`src/rtl/avs_pkg.sv`:
```
// shared constants, register codes and small helpers for the autoranging scaler
`default_nettype none
package avs_pkg;

	localparam int CODE_W     = 16;
	localparam int STEP_W     = 20;
	localparam int NV_W       = 32;
	localparam int LIM_W      = 31;
	localparam int CDIV_W     = 16;
	localparam int FLD_W      = 12;
	localparam int PACK_W     = 60;
	localparam int CFG_IDX_W  = 3;
	localparam int RANGE_W    = 3;
	localparam int SMP_W      = 8;
	localparam int WIDE_W     = NV_W + FLD_W;
	localparam int CNT_W      = 6;

	typedef enum logic [CFG_IDX_W-1:0] {
		CFG_CODE_ZERO   = 3'd0,
		CFG_STEP_NV     = 3'd1,
		CFG_BIAS_NV     = 3'd2,
		CFG_OVER_LIMIT  = 3'd3,
		CFG_COMMON_DIV  = 3'd4,
		CFG_RANGE_MULTS = 3'd5,
		CFG_RANGE_DIVS  = 3'd6
	} cfg_idx_t;

	localparam logic [RANGE_W-1:0] TOP_RANGE = 3'd4;

	localparam logic [CODE_W-1:0] RST_CODE_ZERO  = 16'd32768;
	localparam logic [STEP_W-1:0] RST_STEP_NV    = 20'd35700;
	localparam logic [NV_W-1:0]   RST_BIAS_NV    = 32'd0;
	localparam logic [LIM_W-1:0]  RST_OVER_LIMIT = 31'd1000000000;
	localparam logic [CDIV_W-1:0] RST_COMMON_DIV = 16'd1000;
	localparam logic [PACK_W-1:0] RST_PACKED     = 60'd0;

	// mux address A1A0 for each divider range
	function automatic logic [1:0] mux_addr(input logic [RANGE_W-1:0] r);
		logic [1:0] a;
		case (r)
			3'd1:    a = 2'd3;
			3'd2:    a = 2'd2;
			3'd3:    a = 2'd1;
			default: a = 2'd0;
		endcase
		return a;
	endfunction

	// 12-bit field of a packed per-range register
	function automatic logic [FLD_W-1:0] range_field(input logic [PACK_W-1:0] pk,
			input logic [RANGE_W-1:0] r);
		logic [FLD_W-1:0] f;
		case (r)
			3'd1:    f = pk[2*FLD_W-1:FLD_W];
			3'd2:    f = pk[3*FLD_W-1:2*FLD_W];
			3'd3:    f = pk[4*FLD_W-1:3*FLD_W];
			3'd4:    f = pk[5*FLD_W-1:4*FLD_W];
			default: f = pk[FLD_W-1:0];
		endcase
		return f;
	endfunction

endpackage
`default_nettype wire

```
`src/rtl/avs_in_if.sv`:
```
// converter code channel
`default_nettype none
interface avs_in_if import avs_pkg::*; ();
	logic              valid;
	logic              ready;
	logic [CODE_W-1:0] adc_code;

	modport source (output valid, output adc_code, input ready);
	modport sink   (input valid, input adc_code, output ready);
endinterface
`default_nettype wire

```
`src/rtl/avs_out_if.sv`:
```
// result channel: readings and range change requests
`default_nettype none
interface avs_out_if import avs_pkg::*; ();
	logic                     valid;
	logic                     ready;
	logic                     is_reading;
	logic [RANGE_W-1:0]       range_index;
	logic                     mux_enable;
	logic [1:0]               mux_address;
	logic signed [NV_W-1:0]   voltage_uv;
	logic                     clamped;

	modport source (output valid, output is_reading, output range_index, output mux_enable,
		output mux_address, output voltage_uv, output clamped, input ready);
	modport sink   (input valid, input is_reading, input range_index, input mux_enable,
		input mux_address, input voltage_uv, input clamped, output ready);
endinterface
`default_nettype wire

```
`src/rtl/autorange_voltage_scaler.sv`:
```
// autoranging voltmeter scaler: averaging, bit-serial scaling and range control
// a code that does not close a group leaves the scaler idle, one word per cycle until a group's last code
// a group's last code: a serial nanovolt multiply and a check state, then either
//   a range change word, or a reading after a divide by the common divisor,
//   a 12-step range multiply and a 44-step range divide (a zero divisor skips its divide)
// one shared shift-add multiplier and one restoring divider, one bit per cycle
// arst_n clears control, range and group count; configuration registers return to their defaults
`default_nettype none
module autorange_voltage_scaler import avs_pkg::*; #(
	parameter int SAMPLES_PER_READING = 4
) (
	input  logic                 clk,
	input  logic                 arst_n,
	avs_in_if.sink               in_ch,
	avs_out_if.source            out_ch,
	input  logic                 cfg_we,
	input  logic [CFG_IDX_W-1:0] cfg_index,
	input  logic [PACK_W-1:0]    cfg_data
);

	localparam logic [SMP_W-1:0] SMP_TARGET = SMP_W'(SAMPLES_PER_READING);

	typedef enum logic [6:0] {
		ST_IDLE    = 7'b0000001,
		ST_MUL_NV  = 7'b0000010,
		ST_CHECK   = 7'b0000100,
		ST_DIV_COM = 7'b0001000,
		ST_MUL_RNG = 7'b0010000,
		ST_DIV_RNG = 7'b0100000,
		ST_DONE    = 7'b1000000
	} state_t;

	// configuration registers
	logic [CODE_W-1:0] code_zero_q;
	logic [STEP_W-1:0] step_nv_q;
	logic [NV_W-1:0]   bias_nv_q;
	logic [LIM_W-1:0]  over_limit_q;
	logic [CDIV_W-1:0] common_div_q;
	logic [PACK_W-1:0] mults_q;
	logic [PACK_W-1:0] divs_q;

	// control
	state_t             state_q;
	logic [SMP_W-1:0]   smp_cnt_q;
	logic [RANGE_W-1:0] rng_q;
	logic [CNT_W-1:0]   cnt_q;
	logic               out_valid_q;

	// datapath
	logic [CODE_W-1:0] avg_q;
	logic [WIDE_W-1:0] acc_q;
	logic [WIDE_W-1:0] mcand_q;
	logic [STEP_W-1:0] mpl_q;
	logic [WIDE_W-1:0] quo_q;
	logic [CDIV_W-1:0] rem_q;
	logic [CDIV_W-1:0] dvs_q;
	logic              sign_q;
	logic              clamp_q;
	logic              reading_q;

	// result word
	logic                   res_reading_q;
	logic [RANGE_W-1:0]     res_range_q;
	logic signed [NV_W-1:0] res_uv_q;
	logic                   res_clamp_q;

	logic              in_acc;
	logic [CODE_W:0]   avg_sum;
	logic [CODE_W-1:0] avg_next;
	logic [SMP_W-1:0]  smp_inc;
	logic              group_done;
	logic [CODE_W:0]   diff;
	logic [WIDE_W-1:0] acc_add;
	logic [CDIV_W:0]   trial;
	logic [CDIV_W:0]   trial_sub;
	logic              fits;
	logic [CDIV_W-1:0] rem_nxt;
	logic [WIDE_W-1:0] quo_nxt;
	logic [NV_W-1:0]   nv;
	logic [NV_W-1:0]   nv_mag;
	logic              over;
	logic              can_step;
	logic [NV_W-1:0]   mag_use;
	logic [FLD_W-1:0]  mult_sel;
	logic [FLD_W-1:0]  div_sel;
	logic [NV_W-1:0]   uv_final;
	logic              out_free;
	logic              last_step;

	assign in_acc = in_ch.valid & in_ch.ready;
	// one code at a time into the averager; a group's last code holds it until done
	assign in_ch.ready = (state_q == ST_IDLE);

	// running halving average, the first code of a group loads it
	assign avg_sum    = {1'b0, avg_q} + {1'b0, in_ch.adc_code};
	assign avg_next   = (smp_cnt_q == '0) ? in_ch.adc_code : avg_sum[CODE_W:1];
	assign smp_inc    = smp_cnt_q + SMP_W'(1);
	assign group_done = (smp_inc == SMP_TARGET);

	// signed offset from zero code, two's complement in 17 bits
	assign diff = {1'b0, avg_next} - {1'b0, code_zero_q};

	// shared shift-add step
	assign acc_add = mpl_q[0] ? acc_q + mcand_q : acc_q;

	// shared restoring divide step
	assign trial     = {rem_q, quo_q[WIDE_W-1]};
	assign fits      = (trial >= {1'b0, dvs_q});
	assign trial_sub = trial - {1'b0, dvs_q};
	assign rem_nxt   = fits ? trial_sub[CDIV_W-1:0] : trial[CDIV_W-1:0];
	assign quo_nxt   = {quo_q[WIDE_W-2:0], fits};

	assign last_step = (cnt_q == CNT_W'(1));

	// nanovolts wrap to 32 bits; magnitude of the most negative value fits unsigned
	assign nv       = acc_q[NV_W-1:0];
	assign nv_mag   = nv[NV_W-1] ? (~nv + NV_W'(1)) : nv;
	assign over     = (nv_mag > {1'b0, over_limit_q});
	assign can_step = (rng_q < TOP_RANGE);
	// top range overflow clamps to the limit, sign kept in sign_q
	assign mag_use  = over ? {1'b0, over_limit_q} : nv_mag;

	assign mult_sel = range_field(mults_q, rng_q);
	assign div_sel  = range_field(divs_q, rng_q);

	// saturate the final magnitude into signed 32 bits
	always_comb begin
		if (sign_q) begin
			if (quo_q[WIDE_W-1:NV_W] != '0 || (quo_q[NV_W-1] && quo_q[NV_W-2:0] != '0))
				uv_final = {1'b1, {(NV_W-1){1'b0}}};
			else
				uv_final = ~quo_q[NV_W-1:0] + NV_W'(1);
		end else begin
			if (quo_q[WIDE_W-1:NV_W-1] != '0)
				uv_final = {1'b0, {(NV_W-1){1'b1}}};
			else
				uv_final = quo_q[NV_W-1:0];
		end
	end

	// output stage frees when empty or being taken
	assign out_free = !out_valid_q || out_ch.ready;

	// configuration port
	always_ff @(posedge clk or negedge arst_n) begin
		if (!arst_n) begin
			code_zero_q  <= RST_CODE_ZERO;
			step_nv_q    <= RST_STEP_NV;
			bias_nv_q    <= RST_BIAS_NV;
			over_limit_q <= RST_OVER_LIMIT;
			common_div_q <= RST_COMMON_DIV;
			mults_q      <= RST_PACKED;
			divs_q       <= RST_PACKED;
		end else if (cfg_we) begin
			case (cfg_index)
				CFG_CODE_ZERO:   code_zero_q  <= cfg_data[CODE_W-1:0];
				CFG_STEP_NV:     step_nv_q    <= cfg_data[STEP_W-1:0];
				CFG_BIAS_NV:     bias_nv_q    <= cfg_data[NV_W-1:0];
				CFG_OVER_LIMIT:  over_limit_q <= cfg_data[LIM_W-1:0];
				CFG_COMMON_DIV:  common_div_q <= cfg_data[CDIV_W-1:0];
				CFG_RANGE_MULTS: mults_q      <= cfg_data;
				CFG_RANGE_DIVS:  divs_q       <= cfg_data;
				default: ;
			endcase
		end
	end

	// sequencer
	always_ff @(posedge clk or negedge arst_n) begin
		if (!arst_n) begin
			state_q     <= ST_IDLE;
			smp_cnt_q   <= '0;
			rng_q       <= '0;
			cnt_q       <= '0;
			out_valid_q <= 1'b0;
		end else begin
			// the finished word loads as the previous one leaves
			if (state_q == ST_DONE && out_free)
				out_valid_q <= 1'b1;
			else if (out_ch.ready)
				out_valid_q <= 1'b0;
			case (state_q)
				ST_IDLE: begin
					if (in_acc) begin
						if (group_done) begin
							smp_cnt_q <= '0;
							cnt_q     <= CNT_W'(STEP_W);
							state_q   <= ST_MUL_NV;
						end else begin
							smp_cnt_q <= smp_inc;
						end
					end
				end
				ST_MUL_NV: begin
					cnt_q <= cnt_q - CNT_W'(1);
					if (last_step)
						state_q <= ST_CHECK;
				end
				ST_CHECK: begin
					if (over && can_step) begin
						rng_q   <= rng_q + RANGE_W'(1);
						state_q <= ST_DONE;
					end else if (common_div_q == '0) begin
						// zero divisor gives a zero quotient, skip the divide
						cnt_q   <= CNT_W'(FLD_W);
						state_q <= ST_MUL_RNG;
					end else begin
						cnt_q   <= CNT_W'(NV_W);
						state_q <= ST_DIV_COM;
					end
				end
				ST_DIV_COM: begin
					if (last_step) begin
						cnt_q   <= CNT_W'(FLD_W);
						state_q <= ST_MUL_RNG;
					end else begin
						cnt_q <= cnt_q - CNT_W'(1);
					end
				end
				ST_MUL_RNG: begin
					if (last_step) begin
						if (div_sel == '0) begin
							state_q <= ST_DONE;
						end else begin
							cnt_q   <= CNT_W'(WIDE_W);
							state_q <= ST_DIV_RNG;
						end
					end else begin
						cnt_q <= cnt_q - CNT_W'(1);
					end
				end
				ST_DIV_RNG: begin
					cnt_q <= cnt_q - CNT_W'(1);
					if (last_step)
						state_q <= ST_DONE;
				end
				ST_DONE: begin
					if (out_free) begin
						// a reading sends the next group back to the lowest range
						if (reading_q)
							rng_q <= '0;
						state_q <= ST_IDLE;
					end
				end
				default: state_q <= ST_IDLE;
			endcase
		end
	end

	// datapath registers
	always_ff @(posedge clk) begin
		case (state_q)
			ST_IDLE: begin
				if (in_acc) begin
					avg_q <= avg_next;
					// accumulator starts at the bias, so the serial sum adds it for free
					acc_q   <= {{(WIDE_W-NV_W){1'b0}}, bias_nv_q};
					mcand_q <= {{(WIDE_W-CODE_W-1){diff[CODE_W]}}, diff};
					mpl_q   <= step_nv_q;
				end
			end
			ST_MUL_NV: begin
				acc_q   <= acc_add;
				mcand_q <= mcand_q << 1;
				mpl_q   <= mpl_q >> 1;
			end
			ST_CHECK: begin
				sign_q    <= nv[NV_W-1];
				clamp_q   <= over && !can_step;
				reading_q <= !(over && can_step);
				acc_q     <= '0;
				mcand_q   <= '0;
				mpl_q     <= STEP_W'(mult_sel);
				quo_q     <= {mag_use, {FLD_W{1'b0}}};
				rem_q     <= '0;
				dvs_q     <= common_div_q;
			end
			ST_DIV_COM: begin
				quo_q <= quo_nxt;
				rem_q <= rem_nxt;
				if (last_step)
					mcand_q <= {{FLD_W{1'b0}}, quo_nxt[NV_W-1:0]};
			end
			ST_MUL_RNG: begin
				acc_q   <= acc_add;
				mcand_q <= mcand_q << 1;
				mpl_q   <= mpl_q >> 1;
				if (last_step) begin
					quo_q <= (div_sel == '0) ? '0 : acc_add;
					rem_q <= '0;
					dvs_q <= CDIV_W'(div_sel);
				end
			end
			ST_DIV_RNG: begin
				quo_q <= quo_nxt;
				rem_q <= rem_nxt;
			end
			ST_DONE: begin
				if (out_free) begin
					res_reading_q <= reading_q;
					res_range_q   <= rng_q;
					res_uv_q      <= reading_q ? $signed(uv_final) : '0;
					res_clamp_q   <= clamp_q;
				end
			end
			default: ;
		endcase
	end

	assign out_ch.valid       = out_valid_q;
	assign out_ch.is_reading  = res_reading_q;
	assign out_ch.range_index = res_range_q;
	assign out_ch.mux_enable  = (res_range_q != '0);
	assign out_ch.mux_address = mux_addr(res_range_q);
	assign out_ch.voltage_uv  = res_uv_q;
	assign out_ch.clamped     = res_clamp_q;

endmodule
`default_nettype wire

```
`src/flat_wrapper.sv`:
```
// flat-port wrapper written by rule: the top's interface ports become plain ports
module autorange_voltage_scaler_flat import avs_pkg::*;
#(
	parameter int SAMPLES_PER_READING = 4
)
  (clk, arst_n, cfg_we, cfg_index, cfg_data, in_ch_valid, in_ch_adc_code, in_ch_ready, out_ch_valid, out_ch_is_reading, out_ch_range_index, out_ch_mux_enable, out_ch_mux_address, out_ch_voltage_uv, out_ch_clamped, out_ch_ready);
  avs_in_if in_ch_i ();
  avs_out_if out_ch_i ();
  input  logic clk;
  input  logic arst_n;
  input  logic cfg_we;
  input  logic [CFG_IDX_W-1:0] cfg_index;
  input  logic [PACK_W-1:0] cfg_data;
  input wire logic [$bits(in_ch_i.valid)-1:0] in_ch_valid;
  input wire logic [$bits(in_ch_i.adc_code)-1:0] in_ch_adc_code;
  output wire logic [$bits(in_ch_i.ready)-1:0] in_ch_ready;
  output wire logic [$bits(out_ch_i.valid)-1:0] out_ch_valid;
  output wire logic [$bits(out_ch_i.is_reading)-1:0] out_ch_is_reading;
  output wire logic [$bits(out_ch_i.range_index)-1:0] out_ch_range_index;
  output wire logic [$bits(out_ch_i.mux_enable)-1:0] out_ch_mux_enable;
  output wire logic [$bits(out_ch_i.mux_address)-1:0] out_ch_mux_address;
  output wire logic [$bits(out_ch_i.voltage_uv)-1:0] out_ch_voltage_uv;
  output wire logic [$bits(out_ch_i.clamped)-1:0] out_ch_clamped;
  input wire logic [$bits(out_ch_i.ready)-1:0] out_ch_ready;
  assign in_ch_i.valid = in_ch_valid;
  assign in_ch_i.adc_code = in_ch_adc_code;
  assign in_ch_ready = in_ch_i.ready;
  assign out_ch_valid = out_ch_i.valid;
  assign out_ch_is_reading = out_ch_i.is_reading;
  assign out_ch_range_index = out_ch_i.range_index;
  assign out_ch_mux_enable = out_ch_i.mux_enable;
  assign out_ch_mux_address = out_ch_i.mux_address;
  assign out_ch_voltage_uv = out_ch_i.voltage_uv;
  assign out_ch_clamped = out_ch_i.clamped;
  assign out_ch_i.ready = out_ch_ready;
  autorange_voltage_scaler #(.SAMPLES_PER_READING(SAMPLES_PER_READING)) u_core (.clk(clk), .arst_n(arst_n), .in_ch(in_ch_i), .out_ch(out_ch_i), .cfg_we(cfg_we), .cfg_index(cfg_index), .cfg_data(cfg_data));
endmodule
```
`config.mk`:
```
export PLATFORM = sky130hd
export DESIGN_NAME = autorange_voltage_scaler_flat
export DESIGN_NICKNAME = d
export VERILOG_FILES = /design/src/rtl/avs_pkg.sv /design/src/rtl/avs_in_if.sv /design/src/rtl/avs_out_if.sv /design/src/rtl/autorange_voltage_scaler.sv /design/src/flat_wrapper.sv
export SDC_FILE = /design/constraint.sdc
export NUM_CORES = 1
export LEC_CHECK = 0
export BUFFER_PORTS_ARGS = -buffer_cell sky130_fd_sc_hd__clkbuf_2
export CAP_MARGIN = 10
export CORE_ASPECT_RATIO = 1.1
export CORE_MARGIN = 4
export CORE_UTILIZATION = 68
export DETAILED_ROUTE_END_ITERATION = 16
export HOLD_SLACK_MARGIN = 0.05
export PLACE_DENSITY = 0.83
export SYNTH_ARGS = -nofsm -noshare
export SYNTH_HDL_FRONTEND = slang
export SYNTH_SLANG_ARGS = --single-unit
```
`constraint.sdc`:
```
create_clock -name clk -period 15.28 [get_ports clk]
set_clock_uncertainty 0.2 [all_clocks]
set_input_delay 1.528 -clock clk [delete_from_list [all_inputs] [get_ports clk]]
set_output_delay 1.528 -clock clk [all_outputs]
set_load 0.005 [all_outputs]
```
==> flow_summary.toml, run 1 <==
[synth]
synth_enable_flop_cells = 240
syn_area_sq_um = 28900
syn_area_per_cell_sq_um = 10.4
ys_types = 75
netlist_instances = 2772
synth_ff_type = "edfxtp_1"
async_flop_share_pct = 52.0
yosys_warnings = 0
synth-seq-area-share_pct = 47.5
synth-seq-cells = 500
syn_nets = 2993

[route]
wl_per_cell_um = 26.1
wirelength_um = 90000
vias = 23962
ant_nets = 0
drt_iter0_drc = 2802
vias_per_cell = 6.96
drc_errors = 0
firstDrtPassIters = 6

[final_layout]
seqCellArea_sq_um = 13700
drive_gt1_share_pct = 18.8
fin_cells = 3444
syn_to_final_growth_pct = 9.98
nNetsFinal = 3051
fin_area_sq_um = 31800
fin_util_pct = 75.4
multi_input_area_sq_um = 14300
filler_cell_count = 2877

[die]
ioPinCount = 126
die_area_sq_um = 45900
fp.dieH_um = 224
die_w_um = 205
row_count = 79
start_util_pct = 68.6
design.core.area_sq_um = 42200

[cts]
cts_hold_buffers = 0
clockBufferDepth = 3
cts_made_buffers = 50
clock-sinks = 500
cts-root-buf = "clkbuf_16"
post-cts-setup-buffers = 0
cts_resized = 0
clk_pin_slew_ns = 0.06
h-tree-depth = 2
clk_latency_ns = 0.62
tritoncts = "yes"

[grt]
track_usage_pct = 38.8
grt_max_degree = 116
grt_pass1_vias = 23544
grt_antenna_before_repair = 2
grt-ovfl-total = 0
grt_pass1_wl_um = 137000

[placed_design]
place_congestion = 1.01
dp_hpwl_um = 64000
dpl_cell_area_sq_um = 30000
dp_slack_ns = 9.22
place_inst = 3344
port_buffers = 125

[sta]
finalSetupViolCount = 0
drv_slew = 0
setup_ws_ns = 9.27
fin_crit_ns = 6.01
rsz0062_at_grt = "no"
fin_worst_hold_slack_ns = 0.213
tightest_slew_ns = 1.33
slew_headroom_pct = 11.2
fmax_mhz = 166
finalCritPeriodShare_pct = 39.3
hold_violations = 0
fin_tns_setup_ns = 0

[pwr]
total_power_mw = 7.38
leakage_nw = 12.9
power.switching_mw = 3.24
seq_power_share_pct = 31.4
vdd_drop_max_uv = 179
intPower_mw = 4.14
pwr-share-clk_pct = 17.5
p_sw_share_pct = 43.9
p_comb_share_pct = 51.1
p_per_area_nw_per_um2 = 232

[worst_setup_path]
slowest_stage = "or4_1"
arrival_ns = 6.31
crit_chain = "or4_1 > nor3_1 > nand2b_1 > nand3b_1 > o41ai_1 > xnor2_1 > ha_1 > nand4_1 > a21oi_1 > a2111oi_0 > o211ai_1 > o21ai_2 > buf_4 > a211oi_4 > or3_1 > o32a_1"
crit_path_start_kind = "register"
end_kind = "register"
critPathKind = "reg -> reg"
cp_top_family = "simple AND/OR/NAND/NOR gates"
cp_num_buf_inv = 1
worstPathRequired_ns = 15.58
crit_path_max_incr_delay_ns = 0.61
rrSetupSlack_ns = 9.27
critPathMaxFanout = 19

[worst_hold_path]
hold_path_class = "reg -> reg"

[run]
drv_cap = 0

[status]
status = "finished, final reports clean"
## power by group through the flow
stage          Combinational, mW  Clock (mW)  Sequential (mW)
2_1_floorplan               2.62           0             2.19
3_3_place_gp                3.52           0             2.30
3_5_place_dp                3.64           0             2.32
4_1_cts                     3.67        1.30             2.30
5_1_grt                     4.07        1.36             2.34
6_report                    3.77        1.29             2.31
## cell families (layout without fill, tap and decap cells)
group / after synthesis / count (layout) / share of synthesized area (%)
fa+ha+maj: 137 / 137 / 6.03
simple gates: 733 / 733 / 12.3
xor+xnor: 102 / 102 / 3.09
buf+inv: 266 / 366 / 3.48
flops: 500 / 500 / 47.5
compound gates: 759 / 759 / 17.1
other cells: 0 / 5 / 0
mux: 275 / 275 / 10.5
## path summary, 6_finish.rpt
path                                       from                    end  cells past startpoint
worst min-delay path             u_core.clamp_q  u_core.out_ch.clamped                      0
min in group asynchronous                arst_n  u_core.code_zero_q[6]                      1
worst min register to register   u_core.clamp_q  u_core.out_ch.clamped                      0
worst max register to register  u_core.acc_q[7]        u_core.cnt_q[2]                     16
max in group asynchronous                arst_n    u_core.bias_nv_q[1]                      2
worst max-delay path            u_core.acc_q[7]        u_core.cnt_q[2]                     16
## flip-flops by register name, summed over array words and instances, names as in the netlist, 20 cells and up
register and count:
u_core.quo_q 44, u_core.step_nv_q 20, u_core.mcand_q 44, u_core.out_ch.voltage_uv 32
u_core.mpl_q 20, u_core.divs_q 60, u_core.over_limit_q 31, u_core.mults_q 60
u_core.acc_q 44, u_core.bias_nv_q 32
## Yosys cell counts, types with 11 or more instances
cell      instances  area [sq um]
a211oi_1         19           143
a21boi_0         11          82.6
a21o_1           39           293
a21oi_1         168           841
a221o_1          20           200
a22o_1           12           105
a22oi_1          68           510
a31oi_1          36           225
a32oi_1          12           105
and2_1           26           163
and3_1           14          87.6
clkbuf_1        141           529
dfrtp_1         231          5780
dfstp_2          29           762
edfxtp_1        240          7210
ha_1            133          1660
inv_1           111           417
mux2_2          227          2560
mux2i_1          47           470
nand2_1         268          1010
nand2b_1         24           150
nand3_1          50           250
nand4_1          37           231
nor2_1          131           492
nor2b_1          33           206
nor3_1           44           220
nor4_1           21           131
o211ai_1         14           105
o21a_1           25           188
o21ai_0         196           981
o21bai_1         15           113
o221ai_1         25           219
o22ai_1          11          68.8
o31ai_1          26           195
o41ai_1          14           123
or3_1            31           194
xnor2_1          68           596
xor2_1           34           298
## placed cells by master (no fill, tap or decap), types with 34 or more instances in the layout
cell type,Yosys,routed
a21o_1,39,39
mux2i_1,47,47
xnor2_1,68,68
a21oi_1,168,164
nand4_1,37,37
dfrtp_1,231,231
a22oi_1,68,68
o21ai_0,196,195
clkbuf_16,0,53
ha_1,133,133
edfxtp_1,240,240
nand3_1,50,50
inv_1,111,111
clkbuf_2,0,124
nor3_1,44,42
a31oi_1,36,36
mux2_2,227,227
xor2_1,34,34
nand2_1,268,266
nor2_1,131,129
## cell type report
type	instances	share of cell area, %
Clock buffer	71	4.73
Timing Repair Buffer	158	2.79
Tap cell	567	2.23
Antenna cell	5	0.0393
Clock inverter	23	0.790
Multi-Input combinational cell	2006	44.9
Sequential cell	500	43.2
Inverter	114	1.34
## layer usage
metal,vias up,share of wire [%],track usage [%]
li1,10465,-,-
met1,11750,37,49.2
met2,1399,47,62.6
met3,348,9.1,6.79
met4,0,7.4,23.5
met5,-,0,0
## worst register-to-register path, cell delays in order (launching register included)
cell,delay (ns)
edfxtp_1,0.49
or4_1,0.61
nor3_1,0.41
nand2b_1,0.18
nand3b_1,0.36
o41ai_1,0.47
xnor2_1,0.20
ha_1,0.28
nand4_1,0.17
a21oi_1,0.08
a2111oi_0,0.42
o211ai_1,0.20
o21ai_2,0.40
buf_4,0.34
a211oi_4,0.17
or3_1,0.53
o32a_1,0.38
(Power assumes the default switching activity.)
==> run 2, diff against run 1 <==
--- a/config.mk
+++ b/config.mk
@@ -5,14 +5,15 @@
 export SDC_FILE = /design/constraint.sdc
 export NUM_CORES = 1
 export LEC_CHECK = 0
+export ABC_AREA = 1
 export BUFFER_PORTS_ARGS = -buffer_cell sky130_fd_sc_hd__clkbuf_2
 export CAP_MARGIN = 10
 export CORE_ASPECT_RATIO = 1.1
 export CORE_MARGIN = 4
-export CORE_UTILIZATION = 68
+export CORE_UTILIZATION = 63
 export DETAILED_ROUTE_END_ITERATION = 16
 export HOLD_SLACK_MARGIN = 0.05
-export PLACE_DENSITY = 0.83
+export PLACE_DENSITY = 0.77
 export SYNTH_ARGS = -nofsm -noshare
 export SYNTH_HDL_FRONTEND = slang
 export SYNTH_SLANG_ARGS = --single-unit
==> constraint.sdc (replaced) <==
create_clock -name clk -period 5.78 [get_ports clk]
set_clock_uncertainty 0.2 [all_clocks]
set_input_delay 0.578 -clock clk [delete_from_list [all_inputs] [get_ports clk]]
set_output_delay 0.578 -clock clk [all_outputs]
set_load 0.005 [all_outputs]
==> run 2 against run 1 <==
Net effect: power up 140%; die area increased by 13%; worst hold slack worse by 0.14 ns; global-route usage is 3.2 points lower; setup slack worse by 7.9 ns; first-iteration DRC count is 8.7% higher; sequential cell count unchanged; sequential share of layout area shrank 2.4 points; sequential power is 140% higher; cell count is 39% higher; critical path type unchanged; largest power group unchanged.
==> flow_summary.toml, run 2 <==
[worst_setup_path]
critPathKind = "reg -> reg"
critPathLaunch = "u_core.acc_q[0]"
end_kind = "register"
cp_top_family = "simple AND/OR/NAND/NOR gates"
worstPathRequired_ns = 6.14
crit_path_max_incr_delay_ns = 0.45
crit_path_start_kind = "register"
cp_common_cell = "nand2_1"
crit_cells = 25
arrival_ns = 4.78
r2r_start = "u_core.acc_q[0]"
slowest_stage = "edfxtp_1"
cp_num_buf_inv = 5
r2r_cells = 25
critPathMaxFanout = 20

[route]
met1Wirelength_um = 37600
drt_iter0_drc = 3045
wl_met3_um = 7310
wirelength_um = 93000
firstDrtPassIters = 8
ant_nets = 0
drc_errors = 0
vias = 27710
wl_per_cell_um = 19.5
vias_per_cell = 5.80
routed-wl-met2_um = 42700
highest_layer = "met4"

[worst_hold_path]
whs_path_depth = 3
hold_path_class = "in -> reg"
hp-start = "cfg_data[38]"

[synth]
synthTopCellsByArea = "edfxtp_1, dfrtp_1, nand2_1, o21ai_0, inv_1"
synth_ff_type = "edfxtp_1"
synth_enable_flop_cells = 240
netlist_instances = 3992
synth_top_area_share_pct = 23.7
ys_types = 53
syn_area_sq_um = 30500
synth-seq-area-share_pct = 45.1
syn_nets = 4213
async_flop_share_pct = 52.0
synth_most_common_cell = "nand2_1"
synth-seq-cells = 500
syn_area_per_cell_sq_um = 7.63
synth_common_cells = "nand2_1, inv_1, o21ai_0"
synth_area_leader_cell = "edfxtp_1"
yosys_warnings = 0

[final_layout]
n_antenna_cell = 0
fin_util_pct = 70.5
final_cell_mix = "nand2_1, inv_1, o21ai_0"
syn_to_final_growth_pct = 10.6
drive_gt1_share_pct = 8.06
final_common_cell = "nand2_1"
filler_cell_count = 4004
reg.largest.list = "u_core.divs_q (60), u_core.mults_q (60)"
nNetsFinal = 4310

[placed_design]
port_buffers = 125
dp_hpwl_um = 68400
place_congestion = 0.997

[cts]
cts_made_buffers = 52
clk_pin_slew_ns = 0.07
clock-sinks = 500
cts_hold_buffers = 26
post-cts-setup-buffers = 0
tritoncts = "yes"
h-tree-depth = 2
cts_resized = 0
clk_latency_ns = 0.62
cts-root-buf = "clkbuf_16"
clockBufferDepth = 3

[run]
drv_cap = 0

[grt]
track_usage_pct = 35.5
grt_max_degree = 147
grt_pass1_vias = 26026
grt_pass1_wl_um = 144000
grt-ovfl-total = 0
grt_antenna_before_repair = 0

[pwr]
power.switching_mw = 8.05
intPower_mw = 9.97
p_per_area_nw_per_um2 = 535
pwr-share-clk_pct = 19.4
total_power_mw = 18.0
vdd_drop_max_uv = 366
p_sw_share_pct = 44.7
leakage_nw = 16.1
p_comb_share_pct = 49.4
seq_power_share_pct = 31.2

[sta]
slew_headroom_pct = 19.3
hold_violations = 0
fin_tns_setup_ns = 0
rsz0062_at_grt = "no"
fmax_mhz = 226
tightest_slew_ns = 1.21
finalCritPeriodShare_pct = 76.4
drv_slew = 0
finalSetupViolCount = 0
fin_crit_ns = 4.42

[die]
die_w_um = 218
ioPinCount = 126
design.core.area_sq_um = 47800
fp.dieH_um = 239
start_util_pct = 63.7
row_count = 84
die_area_sq_um = 51900

[status]
status = "finished, final reports clean"
-- run 2: cell count changes after synthesis, sizes merged, moves of 193 or more --
cell / delta
o21ai: +200
inv: +359
nand2: +1000
mux2: -228
nand3: +230
nor2: +193
-- run 2: routing by layer --
layer  vias up  GRT usage [%]
li1      13280              -
met1     12914           48.1
met2      1253           57.1
met3       263           4.68
met4         0           17.4
met5         -              0
-- run 2: path summary, 6_finish.rpt --
| path | slack, ns | endpoint |
|---|---|---|
| min in group asynchronous | 0.40 | u_core.smp_cnt_q[5] |
| max in group asynchronous | 3.64 | u_core.bias_nv_q[25] |
| worst max-delay path | 1.36 | u_core.cnt_q[5] |
| worst min register to register | 0.28 | u_core.out_ch.clamped |
| worst min-delay path | 0.07 | u_core.mults_q[38] |
| worst max register to register | 1.36 | u_core.cnt_q[5] |
-- run 2: kinds of logic (layout without fill, tap and decap cells) --
group | after synthesis | in the layout | share of synthesized area [%]
mux | 1 | 1 | 0.0329
simple gates | 1983 | 1983 | 26.7
xor+xnor | 97 | 97 | 2.79
flops | 500 | 500 | 45.1
buf+inv | 608 | 748 | 7.66
compound gates | 666 | 666 | 12.0
fa+ha+maj | 137 | 137 | 5.73
-- run 2: layout make-up --
type,instances,area [sq um],share of cell area [%]
sequential,500,13700,40.8
clock buffer,76,1570,4.64
timing repair buffer,179,1150,3.42
clock inverter,21,215,0.639
tap,645,807,2.39
multi-input combinational,2884,14400,42.8
inverter,472,1770,5.26
-- run 2: power groups by stage --
stage	sequential (mW)	combinational [mW]	clock [mW]
CTS	5.59	8.72	3.51
detailed placement	5.64	8.63	0
finish	5.62	8.90	3.50
floorplan	5.40	6.36	0
global placement	5.63	8.54	0
global route	5.68	10.0	3.67
-- run 2: per-stage QoR --
step / worst slack (ns) / hold WS [ns] / cells / instance area [sq um]
after floorplan: 1.55 / 0.0824 / 3992 / 30500
after global placement: 1.25 / 0.256 / 4653 / 31600
after detailed placement: 1.17 / 0.260 / 4653 / 31600
after CTS: 1.46 / 0.0542 / 4776 / 33700
after global routing: 0.957 / 0.0612 / 4777 / 33700
final: 1.36 / 0.0711 / 4777 / 33700
-- run 2: worst register-to-register path, delay by kind of cell, from the launching register on --
family / cells / cell delay, ns
buf+inv: 5 / 0.77
simple gates: 16 / 2.15
fa+ha+maj: 2 / 0.46
compound gates: 1 / 0.16
xor+xnor: 1 / 0.17
flops: 1 / 0.45
